[config.mk]
export PLATFORM = sky130hd
export DESIGN_NAME = measurement_run_sequencer
export DESIGN_NICKNAME = d
export VERILOG_FILES = /design/src/msr_pkg.sv /design/src/msr_cfg.sv /design/src/msr_slip.sv /design/src/msr_seq.sv /design/src/measurement_run_sequencer.sv
export SDC_FILE = /design/constraint.sdc
export NUM_CORES = 1
export LEC_CHECK = 0
export ABC_AREA = 1
export BUFFER_PORTS_ARGS = -buffer_cell sky130_fd_sc_hd__clkbuf_2
export CAP_MARGIN = 20
export CORE_AREA = 3 3 210 212
export CTS_BUF_LIST = sky130_fd_sc_hd__clkbuf_8 sky130_fd_sc_hd__clkbuf_16
export CTS_CLUSTER_DIAMETER = 30
export CTS_CLUSTER_SIZE = 14
export DETAILED_ROUTE_END_ITERATION = 10
export DIE_AREA = 0 0 213 215
export PLACE_DENSITY = 0.77
export SLEW_MARGIN = 40
export SYNTH_ARGS = -nofsm -noshare
export SYNTH_HDL_FRONTEND = slang
export SYNTH_HIERARCHICAL = 1
export SYNTH_SLANG_ARGS = --single-unit
[constraint.sdc]
create_clock -name clk -period 16.75 [get_ports clk]
set_input_delay 1.675 -clock clk [delete_from_list [all_inputs] [get_ports clk]]
set_output_delay 1.675 -clock clk [all_outputs]
set_load 0.005 [all_outputs]
[src/msr_pkg.sv]
// ----------------------------------------------------------------------------
// msr_pkg
// Shared types and codes for the measurement run sequencer.
// ----------------------------------------------------------------------------
package msr_pkg;

  localparam int unsigned CFG_IDX_W = 3;
  localparam int unsigned CFG_DATA_W = 32;

  localparam logic [CFG_IDX_W-1:0] CFG_TARGET_TEMP      = 3'd0;
  localparam logic [CFG_IDX_W-1:0] CFG_RUN_MODE         = 3'd1;
  localparam logic [CFG_IDX_W-1:0] CFG_MEASURE_TIME_MS  = 3'd2;
  localparam logic [CFG_IDX_W-1:0] CFG_SLIP_TRIGGER_PCT = 3'd3;
  localparam logic [CFG_IDX_W-1:0] CFG_SLIP_DWELL_MS    = 3'd4;
  localparam logic [CFG_IDX_W-1:0] CFG_MAX_FORCE_TO_MS  = 3'd5;

  localparam logic       CMD_START = 1'b0;
  localparam logic       CMD_TICK  = 1'b1;

  localparam logic       MODE_TIMED      = 1'b0;
  localparam logic       MODE_PEAK_FORCE = 1'b1;

  localparam logic [1:0] STOP_NONE    = 2'd0;
  localparam logic [1:0] STOP_TIME    = 2'd1;
  localparam logic [1:0] STOP_SLIP    = 2'd2;
  localparam logic [1:0] STOP_TIMEOUT = 2'd3;

  // tenths of a degree
  localparam logic signed [13:0] TEMP_BAND = 14'sd20;

  typedef enum logic [1:0] {
    PH_IDLE = 2'd0,
    PH_HEAT = 2'd1,
    PH_MEAS = 2'd2
  } phase_t;

  typedef struct packed {
    logic        command;
    logic        temp_valid;
    logic [11:0] temp_sample;
    logic        slip_valid;
    logic [23:0] commanded_um;
    logic [23:0] measured_um;
  } in_item_t;

  typedef struct packed {
    logic [1:0] phase;
    logic       heater_allowed;
    logic       begin_pulse;
    logic       end_pulse;
    logic [1:0] stop_reason;
    logic       slip_excess;
  } out_item_t;

  typedef struct packed {
    logic [11:0] target_temp;
    logic        run_mode;
    logic [31:0] measure_time_ms;
    logic [6:0]  slip_trigger_pct;
    logic [15:0] slip_dwell_ms;
    logic [23:0] force_limit_ms;
  } cfg_t;

endpackage

[src/msr_cfg.sv]
// ----------------------------------------------------------------------------
// msr_cfg
// Configuration register file; unknown indexes are ignored.
// ----------------------------------------------------------------------------
module msr_cfg (
  input  logic                             clk,
  input  logic                             rst,
  input  logic                             wr_en,
  input  logic [msr_pkg::CFG_IDX_W-1:0]    wr_index,
  input  logic [msr_pkg::CFG_DATA_W-1:0]   wr_data,
  output msr_pkg::cfg_t                    cfg
);
  import msr_pkg::*;

  always_ff @(posedge clk) begin
    if (rst) begin
      cfg.target_temp      <= 12'd1800;
      cfg.run_mode         <= MODE_TIMED;
      cfg.measure_time_ms  <= 32'd0;
      cfg.slip_trigger_pct <= 7'd5;
      cfg.slip_dwell_ms    <= 16'd2000;
      cfg.force_limit_ms   <= 24'd120000;
    end else if (wr_en) begin
      case (wr_index)
        CFG_TARGET_TEMP:      cfg.target_temp      <= wr_data[11:0];
        CFG_RUN_MODE:         cfg.run_mode         <= wr_data[0];
        CFG_MEASURE_TIME_MS:  cfg.measure_time_ms  <= wr_data[31:0];
        CFG_SLIP_TRIGGER_PCT: cfg.slip_trigger_pct <= wr_data[6:0];
        CFG_SLIP_DWELL_MS:    cfg.slip_dwell_ms    <= wr_data[15:0];
        CFG_MAX_FORCE_TO_MS:  cfg.force_limit_ms   <= wr_data[23:0];
        default: ;
      endcase
    end
  end

endmodule

[src/msr_slip.sv]
// ----------------------------------------------------------------------------
// msr_slip
// Slip threshold test: 100*(cmd-meas) >= pct*cmd, zero slip for cmd <= 1.
// ----------------------------------------------------------------------------
module msr_slip (
  input  logic [23:0] commanded_um,
  input  logic [23:0] measured_um,
  input  logic [6:0]  trigger_pct,
  output logic        excess
);
  import msr_pkg::*;

  logic signed [24:0] diff;
  logic signed [32:0] lhs;
  logic        [30:0] rhs;
  logic               ge;

  assign diff = $signed({1'b0, commanded_um}) - $signed({1'b0, measured_um});
  assign lhs  = 33'(diff) * 33'sd100;
  assign rhs  = 31'(trigger_pct) * 31'(commanded_um);
  assign ge   = lhs >= $signed({2'b00, rhs});

  assign excess = (commanded_um <= 24'd1) ? (trigger_pct == 7'd0) : ge;

endmodule

[src/msr_seq.sv]
// ----------------------------------------------------------------------------
// msr_seq
// Run state machine, counters and per-item result logic.
// ----------------------------------------------------------------------------
module msr_seq (
  input  logic               clk,
  input  logic               rst,
  input  logic               step,
  input  msr_pkg::in_item_t  item,
  input  msr_pkg::cfg_t      cfg,
  output msr_pkg::out_item_t result
);
  import msr_pkg::*;

  phase_t      phase;
  phase_t      phase_next;
  logic [31:0] elapsed;
  logic [31:0] elapsed_next;
  logic [31:0] hold;
  logic [31:0] hold_next;
  logic        above;
  logic        above_next;
  logic        locked;
  logic        locked_next;

  logic [31:0]        elapsed_inc;
  logic [31:0]        hold_inc;
  logic               slip_hit;
  logic signed [13:0] temp_s;
  logic signed [13:0] tgt_s;
  logic               in_band;
  logic               begin_p;
  logic [1:0]         reason;
  logic               excess_out;

  msr_slip u_slip (
    .commanded_um (item.commanded_um),
    .measured_um  (item.measured_um),
    .trigger_pct  (cfg.slip_trigger_pct),
    .excess       (slip_hit)
  );

  assign elapsed_inc = (elapsed == '1) ? elapsed : elapsed + 32'd1;
  assign hold_inc    = (above && hold != '1) ? hold + 32'd1 : hold;
  assign temp_s      = $signed({2'b00, item.temp_sample});
  assign tgt_s       = $signed({2'b00, cfg.target_temp});
  assign in_band     = item.temp_valid && (temp_s >= tgt_s - TEMP_BAND)
                       && (temp_s <= tgt_s + TEMP_BAND);

  always_comb begin
    phase_next = phase;
    if (item.command == CMD_START) begin
      phase_next = PH_HEAT;
    end else begin
      case (phase)
        PH_HEAT: if (in_band) phase_next = PH_MEAS;
        PH_MEAS: if (reason != STOP_NONE) phase_next = PH_IDLE;
        default: ;
      endcase
    end
  end

  always_comb begin
    elapsed_next = elapsed;
    hold_next    = hold;
    above_next   = above;
    locked_next  = locked;
    begin_p      = 1'b0;
    reason       = STOP_NONE;
    if (item.command == CMD_START) begin
      elapsed_next = '0;
      hold_next    = '0;
      above_next   = 1'b0;
      locked_next  = 1'b0;
    end else begin
      case (phase)
        PH_HEAT: begin
          if (in_band) begin
            elapsed_next = '0;
            hold_next    = '0;
            above_next   = 1'b0;
            locked_next  = (cfg.run_mode != MODE_TIMED);
            begin_p      = 1'b1;
          end
        end
        PH_MEAS: begin
          elapsed_next = elapsed_inc;
          if (cfg.run_mode == MODE_TIMED) begin
            if (cfg.measure_time_ms != 32'd0 && elapsed_inc >= cfg.measure_time_ms)
              reason = STOP_TIME;
          end else begin
            hold_next = hold_inc;
            if (item.slip_valid) begin
              if (slip_hit) begin
                if (!above) begin
                  above_next = 1'b1;
                  hold_next  = '0;
                end
                if (hold_next >= {16'd0, cfg.slip_dwell_ms})
                  reason = STOP_SLIP;
              end else begin
                above_next = 1'b0;
                hold_next  = '0;
              end
            end
            if (reason == STOP_NONE && elapsed_inc >= {8'd0, cfg.force_limit_ms})
              reason = STOP_TIMEOUT;
          end
        end
        default: ;
      endcase
    end
    excess_out = above_next;
    if (reason != STOP_NONE) begin
      elapsed_next = '0;
      hold_next    = '0;
      above_next   = 1'b0;
      locked_next  = 1'b0;
    end
  end

  always_comb begin
    result.phase          = phase_next;
    result.heater_allowed = (phase_next != PH_IDLE) && !locked_next;
    result.begin_pulse    = begin_p;
    result.end_pulse      = (reason != STOP_NONE);
    result.stop_reason    = reason;
    result.slip_excess    = excess_out;
  end

  always_ff @(posedge clk) begin
    if (rst) begin
      phase   <= PH_IDLE;
      elapsed <= '0;
      hold    <= '0;
      above   <= 1'b0;
      locked  <= 1'b0;
    end else if (step) begin
      phase   <= phase_next;
      elapsed <= elapsed_next;
      hold    <= hold_next;
      above   <= above_next;
      locked  <= locked_next;
    end
  end

endmodule

[src/measurement_run_sequencer.sv]
// ----------------------------------------------------------------------------
// measurement_run_sequencer
// Heating / measuring run sequencer for an extrusion test rig.
//
// Input channel (in_valid/in_stall/in_data): one beat per start command or
// 1 ms tick. Output channel (out_valid/out_stall/out_data): exactly one
// result beat per input beat, in order.
// Config channel (cfg_valid/cfg_ready/cfg_index/cfg_data): cfg_ready is
// always high; write only while no beat is in flight.
//
// An accepted beat lands in the input register, is evaluated against the
// run state once the output register can take it, and is written to the
// output register together with the state update, which sets out_valid.
// Throughput is one beat per cycle while out_stall is low, set by the
// single evaluation stage.
// When out_stall holds the output register full, the input register holds
// its beat and in_stall rises; nothing is dropped.
// Reset (rst, synchronous) empties both registers, returns to idle and
// loads the default configuration.
// ----------------------------------------------------------------------------
module measurement_run_sequencer (
  input  logic                           clk,
  input  logic                           rst,
  input  logic                           in_valid,
  output logic                           in_stall,
  input  msr_pkg::in_item_t              in_data,
  output logic                           out_valid,
  input  logic                           out_stall,
  output msr_pkg::out_item_t             out_data,
  input  logic                           cfg_valid,
  output logic                           cfg_ready,
  input  logic [msr_pkg::CFG_IDX_W-1:0]  cfg_index,
  input  logic [msr_pkg::CFG_DATA_W-1:0] cfg_data
);
  import msr_pkg::*;

  logic      in_full;
  in_item_t  in_reg;
  logic      adv;
  logic      in_take;
  cfg_t      cfg;
  out_item_t result;

  assign cfg_ready = 1'b1;
  assign adv       = in_full && (!out_valid || !out_stall);
  assign in_stall  = in_full && !adv;
  assign in_take   = in_valid && !in_stall;

  msr_cfg u_cfg (
    .clk      (clk),
    .rst      (rst),
    .wr_en    (cfg_valid && cfg_ready),
    .wr_index (cfg_index),
    .wr_data  (cfg_data),
    .cfg      (cfg)
  );

  msr_seq u_seq (
    .clk    (clk),
    .rst    (rst),
    .step   (adv),
    .item   (in_reg),
    .cfg    (cfg),
    .result (result)
  );

  always_ff @(posedge clk) begin
    if (rst) begin
      in_full <= 1'b0;
    end else if (in_take) begin
      in_full <= 1'b1;
    end else if (adv) begin
      in_full <= 1'b0;
    end
  end

  always_ff @(posedge clk) begin
    if (in_take) begin
      in_reg <= in_data;
    end
  end

  always_ff @(posedge clk) begin
    if (rst) begin
      out_valid <= 1'b0;
    end else if (adv) begin
      out_valid <= 1'b1;
    end else if (!out_stall) begin
      out_valid <= 1'b0;
    end
  end

  always_ff @(posedge clk) begin
    if (adv) begin
      out_data <= result;
    end
  end

  a_begin_meas: assert property (@(posedge clk) disable iff (rst)
    out_valid && out_data.begin_pulse |-> out_data.phase == PH_MEAS && !out_data.end_pulse)
    else $error("begin beat not in measuring phase");

  a_end_idle: assert property (@(posedge clk) disable iff (rst)
    out_valid && out_data.end_pulse
      |-> out_data.phase == PH_IDLE && out_data.stop_reason != STOP_NONE
          && !out_data.heater_allowed)
    else $error("end beat inconsistent");

  a_reason_end: assert property (@(posedge clk) disable iff (rst)
    out_valid && !out_data.end_pulse |-> out_data.stop_reason == STOP_NONE)
    else $error("stop reason without end");

  a_no_loss: assert property (@(posedge clk) disable iff (rst)
    in_full && !adv |=> in_full && $stable(in_reg))
    else $error("held input beat lost");

endmodule

* Word-level counts from Yosys, hierarchy flattened
Index checks and enable logic that the tools add are counted.
Word-level totals: bits in registers 233
Operators by class: add/sub/neg operators 5, multipliers 2, $lt $le $gt $ge 7, equality and inequality tests 13, mux-type cells 50, reduce and logical (&&, ||, !) cells 31
Operator list (count):
- $mux W32 | 16
- $pmux W32 S2 | 2
- $add A32 B1 Y32 const B | 2
- $ge A33 B32 Y1 | 1
- $eq A32 B32 Y1 const B | 1
- $ge A32 B16 Y1 | 1
- $ge A32 B24 Y1 | 1
- $ge A32 B32 Y1 | 1
- $ne A32 B32 Y1 const B | 1
- $reduce_bool A32 Y1 | 1
- $mul A25 B6 Y31 const B | 1
- $mul A7 B24 Y31 | 1
- $mux W2 | 13
- $sub A24 B24 Y25 | 1
- $le A24 B1 Y1 const B | 1
- $mux W1 | 17
- $ge A13 B14 Y1 | 1
- $le A13 B14 Y1 | 1
- $reduce_and A2 Y1 | 7
- $add A12 B5 Y13 const B | 1
- $sub A12 B5 Y13 const B | 1
- $logic_and A1 B1 Y1 | 9
- $logic_not A7 Y1 | 1
- $eq A3 B2 Y1 const B | 2
- 17 further kinds | 24

* Longest topological paths before layout
Gate-level depths: netlist of run 1.
depth in word-level cells 28, gate-level depth with buffers 48, mapped depth without buffers 47

* Modules after synthesis
Netlist of run 1, hierarchy kept.
By module, submodules not included:
- msr_slip | times used 1, cells an instance 1537, area an instance 10496.3 um^2
- msr_seq | times used 1, cells an instance 1498, area an instance 8574.5 um^2
- msr_cfg | times used 1, cells an instance 531, area an instance 3711.1 um^2
- measurement_run_sequencer | times used 1, cells an instance 85, area an instance 2234.6 um^2

* Least setup slack after synthesis of run 1
No wires, ideal clock.
path kind register to register, start register in_reg[24] in the netlist's numbering, end register u_seq.hold[20], setup time 128 ps, arrival 6372 ps, required time 16622 ps, path slack 10250 ps, stages on the path, launching flop included 47, cell sequence edfxtp_1 > clkbuf_1 > inv_1 > ha_1 > fa_1 > o21ai_2 > nand2_1 > nand2_1 > a21oi_1 > or2_2 > and2_1 > ha_1 > inv_1 > fa_1 > inv_1 > ha_1 > ha_1 > a21oi_1 > [... 11 more ...] > a211oi_1 > nand2_1 > nand2_1 > nand4_1 > nand2_1 > nand2_1 > nand2_1 > inv_1 > nand2_1 > nand2_1 > nand2_2 > nand4_4 > nand3_2 > buf_4 > buf_6 > nand2_1 > nand2_1 > nor2_1
On the way: cells in the longest elaborated chain, start to end 18, elaborated cells on any way between the ends 28
RTL lines:
- start, declared | line measurement_run_sequencer.sv:38 | in_item_t in_reg;
- start signal, assigned | line measurement_run_sequencer.sv:79 | in_reg <= in_data;
- $sub A24 B24 Y25 | line msr_slip.sv:18 | assign diff = $signed({1'b0, commanded_um}) - $signed({1'b0, measured_um});
- $mul A25 B6 Y31 | line msr_slip.sv:19 | assign lhs = 33'(diff) * 33'sd100;
- $ge A33 B32 Y1 | line msr_slip.sv:21 | assign ge = lhs >= $signed({2'b00, rhs});
- $mux W1 * | line msr_slip.sv:23 | assign excess = (commanded_um <= 24'd1) ? (trigger_pct == 7'd0) : ge;
- via u_seq.slip_hit | line msr_seq.sv:28 | logic slip_hit;
- $mux W2 | line msr_seq.sv:94 | if (slip_hit) begin
- $mux W2 | line msr_seq.sv:93 | if (item.slip_valid) begin
- $mux W2 | line msr_seq.sv:88 | if (cfg.run_mode == MODE_TIMED) begin
- [... 3 more ...]
- $logic_and A1 B1 Y1 | line msr_seq.sv:106 | if (reason == STOP_NONE && elapsed_inc >= {8'd0, cfg.force_limit_ms})
- $mux W2 | line msr_seq.sv:106
- $mux W2 | line msr_seq.sv:88
- $mux W2 | line msr_seq.sv:76 | case (phase)
- $mux W2 | line msr_seq.sv:70 | if (item.command == CMD_START) begin
- $reduce_bool A2 Y1 | line msr_seq.sv:114 | if (reason != STOP_NONE) begin
- $ne A4 B4 Y1 (no source line), or another cell as far along
- $reduce_and A4 Y1 (no source line)
- end signal, assigned | line msr_seq.sv:141 | hold <= hold_next;
- end, declared | line msr_seq.sv:19 | logic [31:0] hold;
Mark *: on every way through the listed nets, which the timed path passes. The rest lies on a longest branch. The select of a mux whose other input is x is not followed. A chain may end at the register's enable or synchronous reset.

* Worst setup path after layout of run 1
start register in_reg[26] in the netlist's numbering, end register u_seq.elapsed[30]
On the way: cells in the longest elaborated chain, start to end 18, elaborated cells on any way between the ends 22
RTL lines:
- $sub A24 B24 Y25 | line msr_slip.sv:18
- $mul A25 B6 Y31 | line msr_slip.sv:19
- $ge A33 B32 Y1 | line msr_slip.sv:21
- $mux W1 * | line msr_slip.sv:23
- via u_seq.slip_hit | line msr_seq.sv:28
- $mux W2 * | line msr_seq.sv:94
- $mux W2 * | line msr_seq.sv:93
- $mux W2 * | line msr_seq.sv:88
- [... 3 more ...]
- $logic_and A1 B1 Y1 | line msr_seq.sv:106
- $mux W2 * | line msr_seq.sv:106
- $mux W2 * | line msr_seq.sv:88
- $mux W2 * | line msr_seq.sv:76
- $mux W2 * | line msr_seq.sv:70
- $reduce_bool A2 Y1 * | line msr_seq.sv:114
- $ne A4 B3 Y1 (no source line) or $ne A4 B1 Y1 (tied branches)
- $reduce_and A3 Y1 (no source line)
- end signal, assigned | line msr_seq.sv:140 | elapsed <= elapsed_next;
- end, declared | line msr_seq.sv:17 | logic [31:0] elapsed;
Marked as above.

==> impl_results.md, run 1 <==
* Gr ovfl total at 0
* Minimum clock period at 8820 ps
* Largest register FFs at 92
* PwrDens at approximately 140 nW/um^2
* CTS Buffer Depth at 3
* Setup crit end kind: register
* Core footprint at about 42,000 sq um
* Leak pwr at ~15 nW
* Clock Latency Late Sink at around 600 ps
* I/O pin count at between 100 and 150
* WS Path Type: reg -> reg
* DRC viols at 0
* Critical-path cell with the highest stage delay: nand2_2
* Worst path depth at 41
* Top FF cell, synth: dfxtp_1
* Setup clock skew after layout at ~28 ps
* CTS tree: yes
* Yosys reg bits at ~230
* Setup slack, reg-to-reg at 7930 ps
* TritonRoute pass-1 iters at 8
* Worst min path class: reg -> reg
* Yosys cell types at 64
* Area leader, netlist: ha_1
* Placed Cells incl. Taps at 4,187
* Htree depth at 2
* Synthesis warning total at 6
* Worst-path clk slew at approximately 50 ps
* Total Routing Usage GR at 0.299
* R2R Path End: u_seq/elapsed[30]
* Sequential share of the synthesized area at 0.215
* CP Launch Type: register
* Crit-path max cell delay at 560 ps
* Most common cell in the netlist: nand2_1
* Status: finished clean
* Wire per inst at between 15 and 20 um
* Reg area at ~5400 sq um
* Fmax at around 110 MHz
* Synth async-reset ratio at 0
* Final WL at slightly below 70 mm
* Critical path endpoint: u_seq/elapsed[30]
* Cts bufs inserted at 53
* Worst path bufs/invs at 2
* Avg Cell Area, Syn at 6.85 sq um
* Sum Neg Setup Slack at 0 ps
* IO buf count at about 110
* Area delta synth->final at 10.5%
* Post-placement setup slack at between 7000 and 8000 ps
* Setup crit start: in_reg[26]
* EDFF count, synth at 71
* Final Hold Vio Count at 0
* Max-slew violation count at 0
* Worst-Margin Slew at between 800 and 900 ps
* Total Power at 3.77 mW
* DR vias at around 23,000
* Max VDD drop at between 100 and 150 uV
* R2r worst-path depth at 41
* First-pass GRT wire length at about 110 mm
* Initial Util at 0.594
* Layout cell share with drive strength beyond 1 at 0.0800
* Final Cycle Share at 0.526
* Pin count of the biggest net entering global routing at 93
* Final Worst Setup Slack at slightly below 8000 ps
* Final setup fails at 0
* Hold-fix buffers, CTS at 0
* Post_cts resized at 0
* Post-Syn Instances at about 3,700
* RSZ-0062 raised after global routing: false
* Worst rel slew slack at 0.453
* CP most frequent cell: nand2_1
* Crit-path max FO at 36
* Initial antenna violation count at 0
* Vias per std cell at roughly 5.4
* Crit Reg-Reg Startpoint: in_reg[26]
* Root Buffer: clkbuf_16
* Area fraction of the dominant cell type after synthesis at 0.143
* Synth area leaders: ha_1, nand2_1, dfxtp_1
* Routability cong. at 0.976
* Critical Path AT at ~9300 ps
* Total clock sinks at 233
* Die width at roughly 210 um
* Crit path required time at around 17,000 ps
* Final Instance Count excl. Fillers at roughly 4,300
* DIE AREA at between 40,000 and 50,000 sq um
* Top delay family on crit path: simple AND/OR/NAND/NOR gates
* Multi-input gate area at 16,600 sq um
* Die span in y at ~220 um
* FP Rows at between 70 and 80
* Synth cell count leaders: nand2_1, inv_1, nor2_1
* WHS at approximately 470 ps
* Post-layout nets at roughly 4,200
* Synthesized area at around 25,000 sq um
* Post-CTS Setup Inserts at 0
* ANT nets after route at 0
* Post-Syn Nets at 4,164
* MaxCap Viol Count at 0
* Hpwl dp at around 53 mm
* First DRT Iteration DRCs at 2,171
* FILL cells at approximately 3,700
* Vias in the first global route at between 20,000 and 25,000
## worst min-delay path: stages, from the launching register on
cell and delay [ps]:
dfxtp_1 320, nand2_1 50, nand3_1 60
## power by group
part	switching, mW	internal [mW]
sequential	0.0431	0.616
clock	0.353	0.720
combinational	1.27	0.768
total	1.66	2.10
## kinds of logic (layout without fill, tap and decap cells)
logic type                 Yosys count  in the layout  synth area share
and+or+nand+nor                   1799           1799             0.301
adders and majority gates          410            410             0.242
buffers and inverters              760            858             0.121
AOI/OAI and AO/OA                  314            314            0.0714
xor gates and xnor gates           133            133            0.0485
DFF                                233            233             0.215
muxes                                1              1          0.000400
other                                1              2          0.000150
## through the flow
stage               area (sq um)   util
floorplan                  25000      -
global placement           25700  0.610
detailed placement         25700  0.611
CTS                        27600  0.656
global route               27600  0.656
finish                     27600  0.656
## cell usage in the layout (no fill, tap or decap), types with 35 or more instances in the layout
master     netlist  final
nand2_1        883    883
inv_1          624    624
nor2_1         507    507
ha_1           286    286
nand3_1        213    213
dfxtp_1        162    155
a21oi_1        149    147
fa_1           124    124
clkbuf_2         0    112
xor2_1          93     93
o21ai_0         73     73
edfxtp_1        71     71
nand4_1         67     67
clkbuf_16        0     54
nor3_1          45     45
xnor2_1         35     35
## metal layers
metal,share of wire,up-vias,GRT usage
met5,0,-,0
met4,0.030,0,0.104
met3,0.081,140,0.0575
met2,0.45,896,0.475
met1,0.44,10700,0.407
li1,-,11600,-
## cell type report
type                            instances  area share
Multi-Input combinational cell       2658       0.602
Clock inverter                         45      0.0186
Antenna cell                            1   0.0000905
Tap cell                              539      0.0244
Timing Repair Buffer                  124      0.0248
Inverter                              634      0.0861
Sequential cell                       233       0.195
Clock buffer                           55      0.0494
## how the worst min path moves through the flow
stage                        from             to  slack, ps  cells after the start
global placement    u_cfg/cfg[14]  u_cfg/cfg[14]        440                      2
floorplan           u_cfg/cfg[40]  u_cfg/cfg[40]        430                      2
CTS                 u_cfg/cfg[14]  u_cfg/cfg[14]        460                      2
global route         u_cfg/cfg[6]   u_cfg/cfg[6]        480                      2
detailed placement  u_cfg/cfg[14]  u_cfg/cfg[14]        450                      2
finish              u_cfg/cfg[33]  u_cfg/cfg[33]        470                      2
No activity file was read; power rests on OpenSTA's default activity.
==> run 2, diff against run 1 <==
==> constraint.sdc (replaced) <==
create_clock -name clk -period 8.2 [get_ports clk]
set_input_delay 0.82 -clock clk [delete_from_list [all_inputs] [get_ports clk]]
set_output_delay 0.82 -clock clk [all_outputs]
set_load 0.005 [all_outputs]
==> impl_results.md, run 2 (synthesis gave the netlist of run 1 again) <==
* DR vias at 23,500 (+0.79%)
* R2R Path End: u_seq/hold[16]
* FILL cells at 3,707 (-0.96%)
* Post-layout nets at 4,235 (+0.43%)
* Minimum clock period at 7500 ps (-1310 ps)
* WS Path Type: reg -> reg
* Final Cycle Share at 0.915 (+0.389)
* ANT nets after route at 0 (unchanged)
* Die width at 213 um (unchanged)
* I/O pin count at 114 (unchanged)
* Multi-input gate area at 16,600 sq um (about the same)
* Setup crit end kind: register
* Worst path bufs/invs at 3 (+1)
* Worst hold stages at 1 (-1)
* DRC viols at 0 (unchanged)
* Reg area at 5380 sq um (-0.14%)
* IO buf count at 112 (unchanged)
* Worst-path clk slew at 50 ps (about the same)
* Gr ovfl total at 0 (unchanged)
* Cts bufs inserted at 55 (+3.8%)
* Leak pwr at 14.8 nW (+0.72%)
* Hold Crit Endpoint: in_reg[62]
* Hold-fix buffers, CTS at 0 (unchanged)
* Die span in y at 215 um (unchanged)
* Crit-path max cell delay at 540 ps (-20 ps)
* Routability cong. at 0.998 (+2.3%)
* DIE AREA at 45,800 sq um (unchanged)
* PwrDens at 277 nW/um^2 (+100%)
* Area delta synth->final at 11.1%
* Total clock sinks at 233 (unchanged)
* Worst min path class: in -> reg
* Top delay family on crit path: simple AND/OR/NAND/NOR gates
* Critical Path AT at 8040 ps (-1300 ps)
* CP most frequent cell: nand2_1
* Crit path required time at 8730 ps (-8550 ps)
* Pin count of the biggest net entering global routing at 88 (-5.4%)
* Sum Neg Setup Slack at 0 ps (unchanged)
* Vias in the first global route at 22,700 (+2.0%)
* Clock Latency Late Sink at 610 ps (about the same)
* FP Rows at 75 (unchanged)
* MaxCap Viol Count at 0 (unchanged)
* First DRT Iteration DRCs at 2,035 (-6.3%)
* Post-CTS Setup Inserts at 0 (unchanged)
* Crit-path max FO at 16 (-56%)
* Initial Util at 0.594 (unchanged)
* R2r worst-path depth at 43 (+4.9%)
* Hpwl dp at 52.4 mm (-0.43%)
* Wire per inst at 15.7 um (-1.1%)
* CP Launch Type: register
* Largest register FFs at 92 (unchanged)
* Final Worst Setup Slack at 696 ps (-7240 ps)
* Htree depth at 2 (unchanged)
* Setup slack, reg-to-reg at 700 ps (-7240 ps)
* Max VDD drop at 232 uV (+130%)
* Post_cts resized at 0 (unchanged)
* Fmax at 133 MHz (+17%)
* HP Start: in_data[62]
* Worst rel slew slack at 0.482 (+0.0296)
* Post-placement setup slack at 558 ps (-7440 ps)
* Most frequent cells in the layout: nand2_1, inv_1, nor2_1, ha_1, nand3_1
* Total Routing Usage GR at 0.299 (about the same)
* Layout cell share with drive strength beyond 1 at 0.0833 (+0.00329)
* Worst-Margin Slew at 775 ps (-41.2 ps)
* Final Hold Vio Count at 0 (unchanged)
* CTS Buffer Depth at 3 (unchanged)
* Ant diodes at 0 (-1)
* Core footprint at 42,100 sq um (unchanged)
* Setup clock skew after layout at 55.2 ps (+27.7 ps)
* First-pass GRT wire length at 112 mm (+0.87%)
* RSZ-0062 raised after global routing: false
* Critical-path cell with the highest stage delay: edfxtp_1
* Max-slew violation count at 0 (unchanged)
* TritonRoute pass-1 iters at 7 (-1)
* Vias per std cell at 5.45 (+0.35%)
* Status: finished clean
* Final WL at 67.8 mm (-0.64%)
* CTS tree: yes
* Root Buffer: clkbuf_16
* Initial antenna violation count at 0 (unchanged)
* Most common cell after layout, fill and taps aside: nand2_1
* Crit Reg-Reg Startpoint: in_reg[24]
* Final setup fails at 0 (unchanged)
==> run 2: layout make-up <==
class                           instances  area share
Clock buffer                           57      0.0505
Clock inverter                         47      0.0176
Inverter                              634      0.0857
Multi-Input combinational cell       2658       0.599
Sequential cell                       233       0.194
Tap cell                              539      0.0243
Timing Repair Buffer                  140      0.0295
==> run 2: power breakdown <==
group | internal, mW | switching, mW
clock network | 1.42 | 0.756
logic | 1.58 | 2.59
registers | 1.26 | 0.0828
total | 4.25 | 3.43
==> run 2: worst max-delay path by stage <==
stage	start	endpoint	slack (ps)	depth (start not counted)
final	in_reg[24]	u_seq/hold[16]	700	43
after floorplan	in_reg[24]	u_seq/hold[20]	1700	46
after global routing	in_reg[24]	u_seq/elapsed[27]	10	43
after detailed placement	in_reg[26]	u_seq/hold[16]	560	41
after CTS	in_reg[26]	u_seq/hold[16]	560	41
after global placement	in_reg[32]	u_seq/hold[16]	690	39
==> run 2: per-stage QoR <==
step / utilization / total power [mW] / cell area [sq um] / instances / hold slack, ps
3_3_place_gp: 0.613 / 5.41 / 25800 / 4201 / 440
6_report: 0.659 / 7.68 / 27800 / 4308 / 392
4_1_cts: 0.659 / 7.68 / 27800 / 4307 / 365
3_5_place_dp: 0.614 / 5.46 / 25900 / 4203 / 442
5_1_grt: 0.659 / 8.41 / 27800 / 4308 / 367
2_1_floorplan: - / 4.46 / 25000 / 3651 / 427
==> run 2: per-layer routing <==
layer  share of wire  up-vias  track usage
li1                -    11600            -
met1            0.44    10700        0.416
met2            0.45      998        0.470
met3           0.085      163       0.0522
met4           0.033        0        0.104
met5               0        -            0
